==> config.mk <==
export PLATFORM = sky130hd
export DESIGN_NAME = cmrb_ram
export DESIGN_NICKNAME = d
export VERILOG_FILES = /design/src/sv/cmrb_ram.sv
export SDC_FILE = /design/constraint.sdc
export NUM_CORES = 1
export LEC_CHECK = 0
export BUFFER_PORTS_ARGS = -buffer_cell sky130_fd_sc_hd__buf_2
export CORE_AREA = 2 2 81 141
export CTS_BUF_LIST = sky130_fd_sc_hd__clkbuf_4 sky130_fd_sc_hd__clkbuf_8
export DETAILED_ROUTE_END_ITERATION = 8
export DIE_AREA = 0 0 83 143
export PLACE_DENSITY = 0.72
export SLEW_MARGIN = 25
export SYNTH_ARGS = -nofsm -noshare
export SYNTH_HDL_FRONTEND = slang
export SYNTH_SLANG_ARGS = --single-unit
==> constraint.sdc <==
create_clock -name i_clk -period 3.1 [get_ports i_clk]
set_clock_uncertainty 0.15 [all_clocks]
set_input_delay 0.155 -clock i_clk [delete_from_list [all_inputs] [get_ports i_clk]]
set_output_delay 0.155 -clock i_clk [all_outputs]
set_load 0.03 [all_outputs]
==> src/sv/cmrb_ram.sv <==
// Generic simple dual-port RAM: one write port, one read port, registered read.
// No dependencies.
`timescale 1ns / 1ps
`default_nettype none

module cmrb_ram #(
    parameter int WIDTH = 8,
    parameter int DEPTH = 16
) (
    input  wire logic                     i_clk,
    input  wire logic                     i_we,
    input  wire logic [$clog2(DEPTH)-1:0] i_waddr,
    input  wire logic [WIDTH-1:0]         i_wdata,
    input  wire logic                     i_re,
    input  wire logic [$clog2(DEPTH)-1:0] i_raddr,
    output logic      [WIDTH-1:0]         o_rdata
);

    logic [WIDTH-1:0] r_mem [DEPTH];

    always_ff @(posedge i_clk) begin
        if (i_we) begin
            r_mem[i_waddr] <= i_wdata;
        end
        // Read data holds while no read is issued
        if (i_re) begin
            o_rdata <= r_mem[i_raddr];
        end
    end

endmodule

`default_nettype wire

# == Word-level counts from Yosys, hierarchy flattened ==
# Memories as Yosys holds them, arrays and structs flattened. A register that Yosys moved wholly into a read port is not among the register bits.
# Index checks and enable logic that the tools add are counted.
# Widths: inputs -> output; s select.
# op_classes
mux,2
# ops
operator,n
$mux 1,2
# totals
in_bits,19
elab_cells,3
regBits,0
out_inout_bits,8
mem_count,1
ram_bits,128
# mem_list
memory,depth,word_bits,rd,rd_clocked_by_memory_dff,write_ports,line,source
r_mem,16,8,1,1,1,19,logic [WIDTH-1:0] r_mem [DEPTH];

# == Longest topological paths before layout ==
# Gate-level depths: netlist of the first run.
# depth
ltp_word,2
mapped_depth,5
depth_no_buf,3

# == Worst setup path after synthesis of the first run ==
# Ideal clock, no wire load.
# synth_timing
path_type,in2reg
from,input port i_waddr[2]
to,"memory r_mem[0][0], enable pin"
setup_ns,0.383
t_required_ns,2.567
path_buffers,0
arrival_ns,1.265
slack_ns,1.302
path_stages,2
cell_sequence,or3b_2 nor3_1
# synth_lines
element,line,source
from (decl),12,"input wire logic [$clog2(DEPTH)-1:0] i_waddr,"
to (decl),19,
# No word-level cell before the write port.

==> results of run 1 <==
-- cell families (layout without fill, tap and decap cells) --
kind of cell	Yosys count	count (layout)
and+or+nand+nor	35	35
DFF	136	136
AOI/OAI and AO/OA	16	16
muxes	32	32
buffers and inverters	10	72
-- cells in the mapped netlist, drive strengths merged --
| cell type | instances | area (µm²) |
|---|---|---|
| nor2b | 1 | 6.260 |
| a22oi | 16 | 120.1 |
| buf | 7 | 56.30 |
| nor2 | 13 | 48.80 |
| edfxtp | 136 | 4084 |
| nor3 | 4 | 20.02 |
| clkdlybuf4s25 | 3 | 30.03 |
| nand3 | 1 | 5.000 |
| and2b | 1 | 7.510 |
| nand3b | 2 | 15.01 |
| nand2 | 9 | 33.78 |
| nand2b | 2 | 12.51 |
| or3b | 1 | 8.760 |
| mux4 | 32 | 773.2 |
| and2 | 1 | 6.260 |
-- registers in the layout, summed over array words and instances (netlist names) --
name,flops
o_rdata,8
r_mem,128
-- through the flow --
| step | hold WS (ps) | setup slack [ps] |
|---|---|---|
| detailed placement | 373.7 | 926.9 |
| finish | 136.5 | 1401 |
| CTS | 108.6 | 1396 |
| global placement | 369.1 | 909.7 |
| global route | 133.0 | 1297 |
| floorplan | 103.9 | 1302 |
-- critical path, delay by kind of cell --
family / cells / cell delay (ps)
buffers and inverters: 2 / 660
multiplexers: 1 / 590
AO/OA/AOI/OAI: 1 / 220
AND/OR/NAND/NOR: 1 / 80
-- final cells by class --
cell class | instances | area [µm²] | area share
sequential | 136 | 4084 | 0.6837
multi-input combinational | 83 | 1057 | 0.1770
timing repair buffer | 40 | 270.3 | 0.04525
clock buffer | 18 | 241.5 | 0.04043
tap | 130 | 162.7 | 0.02723
clock inverter | 14 | 157.7 | 0.02639
-- power groups by stage --
stage / registers (mW) / logic [mW] / clock network (mW)
after floorplan: 2.14 / 0.105 / 0
after global placement: 2.12 / 0.194 / 0
after detailed placement: 2.12 / 0.198 / 0
after CTS: 2.08 / 0.207 / 1.46
after global routing: 2.08 / 0.220 / 1.55
final: 2.08 / 0.203 / 1.43
-- worst max path at each step --
stage	start	end	slack (ps)	depth (start not counted)
2_1_floorplan	i_waddr[2]	r_mem[0][0]	1300	2
3_3_place_gp	i_raddr[0]	o_rdata[1]	910	5
3_5_place_dp	i_raddr[0]	o_rdata[1]	930	5
4_1_cts	i_raddr[0]	o_rdata[1]	1400	5
5_1_grt	i_raddr[0]	o_rdata[0]	1300	5
6_report	i_raddr[0]	o_rdata[3]	1400	5
-- layer usage --
layer	GRT usage	vias to the layer above	share of wire
met4	0.06989	0	0.012
met5	0	-	0
met1	0.1981	1218	0.36
li1	-	1078	-
met3	0.05318	9	0.054
met2	0.3115	92	0.57
-- repair_timing --
action                                 in CTS  in global routing
buffers inserted                            0                  0
hold buffers                                9                  0
endpoints found under the hold margin     136                  0
==> impl_metrics.py, run 1 <==
metrics = {
    "status": {
        "status": "finished clean",
    },
    "sta": {
        "fin_crit_sh": 0.5482,
        "timing.setup.tns_ps": 0,
        "max-slew-margin-rel": 0.3448,
        "finalSetupViolations": 0,
        "maxSlewViolCount": 0,
        "hold_viol_final": 0,
        "min_period_ps": 1699,
        "worst_pin_slew_ps": 979.2,
        "rsz0062_at_grt": "false",
        "fmax_mhz": 588.4,
    },
    "hold_path": {
        "hold_end": "r_mem[4][4]",
        "min_from": "i_waddr[0]",
        "hold_path.class": "input pin to flip-flop",
        "hold_path_depth": 3,
    },
    "synth": {
        "seq_area_frac_synth": 0.7812,
        "synth_xor_area_frac": 0,
        "yosys.area_share.adder": 0,
        "syn_area_um2": 5228,
        "syn_inst": 229,
        "ys_warn_count": 0,
        "syn_nets": 248,
        "syn_area_per_cell_um2": 22.83,
        "muxShareOfSynthArea": 0.1479,
        "synth_top_family_by_area": "multiplexers",
        "ys_types": 18,
        "synth_compound_area_frac": 0.02298,
        "ys_ff_latch": 136,
        "synth-simple-area-share": 0.03135,
    },
    "setup_path": {
        "startpoint_type": "input pin",
        "r2r_start": "r_mem[0][5]",
        "reg2regPathDepth": 3,
        "cpPeakStageDelay_ps": 590,
        "cp_slowest_cell": "mux4_1",
        "r2r-end": "o_rdata[5]",
        "worstSetupPathType": "input pin to flip-flop",
        "path_cells": "buf_2, buf_12, mux4_1, a22oi_1, nand2_1",
        "r2r_slack_ps": 1430,
        "arrival_ps": 1730,
        "worstPathRequired_ps": 3130,
        "worst_setup_path_end_kind": "flip-flop",
        "critPathMaxFanout": 19,
    },
    "cts": {
        "clockRootBuffer": "clkbuf_8",
        "cts.repair.resized": 0,
        "clkLatencyLatePin_ps": 430,
        "ctsLongestPathBuffers": 2,
        "tritoncts": "yes",
        "cts_buffers": 17,
        "cts.sinks": 136,
        "clk_pin_slew_worst_paths_ps": 70,
        "cts-htree-levels": 4,
    },
    "finish": {
        "fin_nets": 297,
        "final_util": 0.5584,
        "fin_cells": 421,
        "drive_gt1_frac": 0.2749,
        "num-fill-cells": 774,
        "final_area_um2": 5973,
        "n_antenna_cell": 0,
        "layout_commonest_cell": "edfxtp_1",
        "layout_common_cells": "edfxtp_1 (136), buf_2 (26), mux4_2 (18)",
        "syn_to_final_growth_pct": 14.27,
    },
    "run": {
        "cap_violations": 0,
    },
    "drt": {
        "drt-pass1-iter-count": 5,
        "drc": 0,
        "first_iter_violations": 175,
        "vias": 2397,
        "ant_nets": 0,
        "wl_um": 9373,
        "routed_via_density": 5.694,
        "wire_per_inst_um": 22.26,
    },
    "floorplanning": {
        "num_rows": 50,
        "die_x_um": 83,
        "io_pins": 27,
        "floorplan.die.height_um": 143,
        "dieArea_um2": 11870,
        "core_area_um2": 10700,
        "initial_core_util": 0.4887,
    },
    "pwr": {
        "p_sw_frac": 0.2063,
        "power_frac_comb": 0.055,
        "total_power_mw": 3.711,
        "leakage_nw": 1.974,
        "power.switching_uw": 765.6,
        "intPower_mw": 2.946,
        "clkPwrFrac": 0.385,
        "peakVddDrop_uv": 388.4,
        "seqPwrFrac": 0.560,
        "cellPowerDensity_nw_per_um2": 621.3,
    },
    "grt": {
        "grt_start_max_net_pins": 33,
        "grt_overflow": 0,
        "grtUsageTotal": 0.1757,
        "grt_pass1_wl_um": 14810,
        "grt_pass1_vias": 2593,
        "grt_antenna_before_repair": 0,
    },
    "placed_design": {
        "place_congestion": 0.7325,
        "dpl-instance-area_um2": 5484,
        "placed_cells": 380,
        "hpwl_um": 6294,
        "placement.io_buffers": 26,
    },
}
No activity file was read; power rests on OpenSTA's default activity.
==> run 2, diff against run 1 <==
- clock period: 3.1 -> 1.6 ns (I/O delays scaled with it)
==> run 2 against run 1 <==
Effect of this change:
- sequential share of layout area decreased by 2.7 points
- final area up 4.0%
- largest power group unchanged
- via count up 3.0%
==> impl_metrics.py, run 2 (same netlist as run 1, synthesis figures left out) <==
metrics = {
    "sta": {
        "setup_ws_ps": 41.17,
        "fin_crit_sh": 0.9743,
        "min_period_ps": 1559,
        "finalSetupViolations": 0,
        "fmax_mhz": 641.5,
        "rsz0062_at_grt": "true",
        "worst_pin_slew_ps": 509.4,
        "max-slew-margin-rel": 0.6604,
        "maxSlewViolCount": 0,
        "hold_viol_final": 0,
        "timing.setup.tns_ps": 0,
    },
    "setup_path": {
        "arrival_ps": 1590,
        "critPathMaxFanout": 1,
        "cpPeakStageDelay_ps": 520,
        "cp_slowest_cell": "mux4_1",
        "worstSetupPathType": "flip-flop to flip-flop",
        "path_cells": "mux4_1, a22oi_2, nand2_1",
        "startpoint_type": "flip-flop",
        "worstPathRequired_ps": 1630,
        "worst_setup_path_end_kind": "flip-flop",
    },
    "drt": {
        "dr_wl_met3_um": 357,
        "vias": 2468,
        "wl_met1_um": 3464,
        "drc": 0,
        "top_layer": "met4",
        "routed_via_density": 5.571,
        "wl_um": 9551,
        "wire_per_inst_um": 21.56,
        "first_iter_violations": 201,
        "dr_wl_met2_um": 5648,
        "drt-pass1-iter-count": 4,
        "ant_nets": 0,
    },
    "cts": {
        "cts-htree-levels": 4,
        "clkLatencyLatePin_ps": 420,
        "cts.sinks": 136,
        "tritoncts": "yes",
        "ctsLongestPathBuffers": 2,
        "clk_pin_slew_worst_paths_ps": 70,
        "cts_buffers": 17,
        "clockRootBuffer": "clkbuf_8",
    },
    "floorplanning": {
        "num_rows": 50,
        "initial_core_util": 0.4887,
        "floorplan.die.height_um": 143,
        "core_area_um2": 10700,
        "dieArea_um2": 11870,
        "die_x_um": 83,
        "io_pins": 27,
    },
    "grt": {
        "grt_overflow": 0,
        "grtUsageTotal": 0.1732,
        "grt_antenna_before_repair": 0,
        "grt_pass1_vias": 2614,
        "grt_start_max_net_pins": 21,
        "grt_pass1_wl_um": 14610,
    },
    "finish": {
        "top_register": "r_mem",
        "syn_to_final_growth_pct": 18.88,
        "drive_gt1_frac": 0.3578,
        "layout_common_cells": "edfxtp_1 (136), buf_2 (26), buf_4 (24)",
        "largest_reg_flops": 128,
        "reg_top3": "r_mem x128, o_rdata x8",
        "n_antenna_cell": 0,
        "layout_commonest_cell": "edfxtp_1",
        "num-fill-cells": 764,
        "fin_cells": 443,
        "fin_nets": 319,
    },
    "run": {
        "cap_violations": 0,
    },
    "placed_design": {
        "hpwl_um": 6572,
        "placement.io_buffers": 26,
        "place_congestion": 0.7601,
        "placed_cells": 402,
        "dp_slack_ps": -183.3,
    },
    "pwr": {
        "leakage_nw": 2.104,
        "cellPowerDensity_nw_per_um2": 1185,
        "peakVddDrop_uv": 894.4,
    },
    "hold_path": {
        "hold_path.class": "input pin to flip-flop",
    },
    "status": {
        "status": "finished clean",
    },
}
## run 2: cell count changes in the layout (fill, tap and decap cells not counted), sizes merged
cell,delta
buf,+22
bufinv,+1
clkbuf,-1
## run 2: cell type report
type / instances / area [µm²] / area share
clock inverters: 15 / 183.9 / 0.02960
flip-flops and latches: 136 / 4084 / 0.6571
multi-input cells: 83 / 1090 / 0.1754
well taps: 130 / 162.7 / 0.02617
clock buffers: 17 / 234.0 / 0.03765
repair buffers: 62 / 460.4 / 0.07409
## run 2: worst paths after layout
kind,start,end,slack (ps),cells after the start
max reg2reg,r_mem[2][2],o_rdata[2],40,3
max,r_mem[2][2],o_rdata[2],40,3
min reg2reg,r_mem[14][2],o_rdata[2],600,3
min,i_waddr[1],r_mem[0][3],70,3
## run 2: what timing repair did
item	4_1_cts	5_1_grt
setup buffers	0	0
hold endpoints to repair	136	0
pin swaps	0	3
gates resized for setup	2	7
endpoints found under the setup margin	2	8
hold buffers	9	0
## run 2: critical path: cells and delay by family (launching register included)
family | cells | cell delay [ps]
and+or+nand+nor | 1 | 70
DFF | 1 | 380
AOI/OAI and AO/OA | 1 | 200
muxes | 1 | 520
## run 2: per-stage QoR
| stage | instance area (µm²) | hold WS, ps | util | power [mW] |
|---|---|---|---|---|
| finish | 6215 | 69.08 | 0.5809 | 7.364 |
| global route | 6215 | 54.39 | 0.5809 | 7.596 |
| CTS | 6197 | 38.41 | 0.5793 | 7.418 |
| detailed placement | 5679 | 305.9 | 0.5309 | 4.521 |
| global placement | 5679 | 299.6 | 0.5309 | 4.505 |
| floorplan | 5233 | 28.87 | - | 4.342 |
## run 2: per-layer routing
metal,vias up,GRT usage
met2,67,0.3196
met1,1278,0.1816
met3,5,0.05607
li1,1118,-
met4,0,0.06730
met5,-,0
## run 2: report_power, final
part	internal, mW	switching (mW)
Sequential	4.01	0.0186
Combinational	0.190	0.245
Clock	1.67	1.23
Total	5.87	1.49
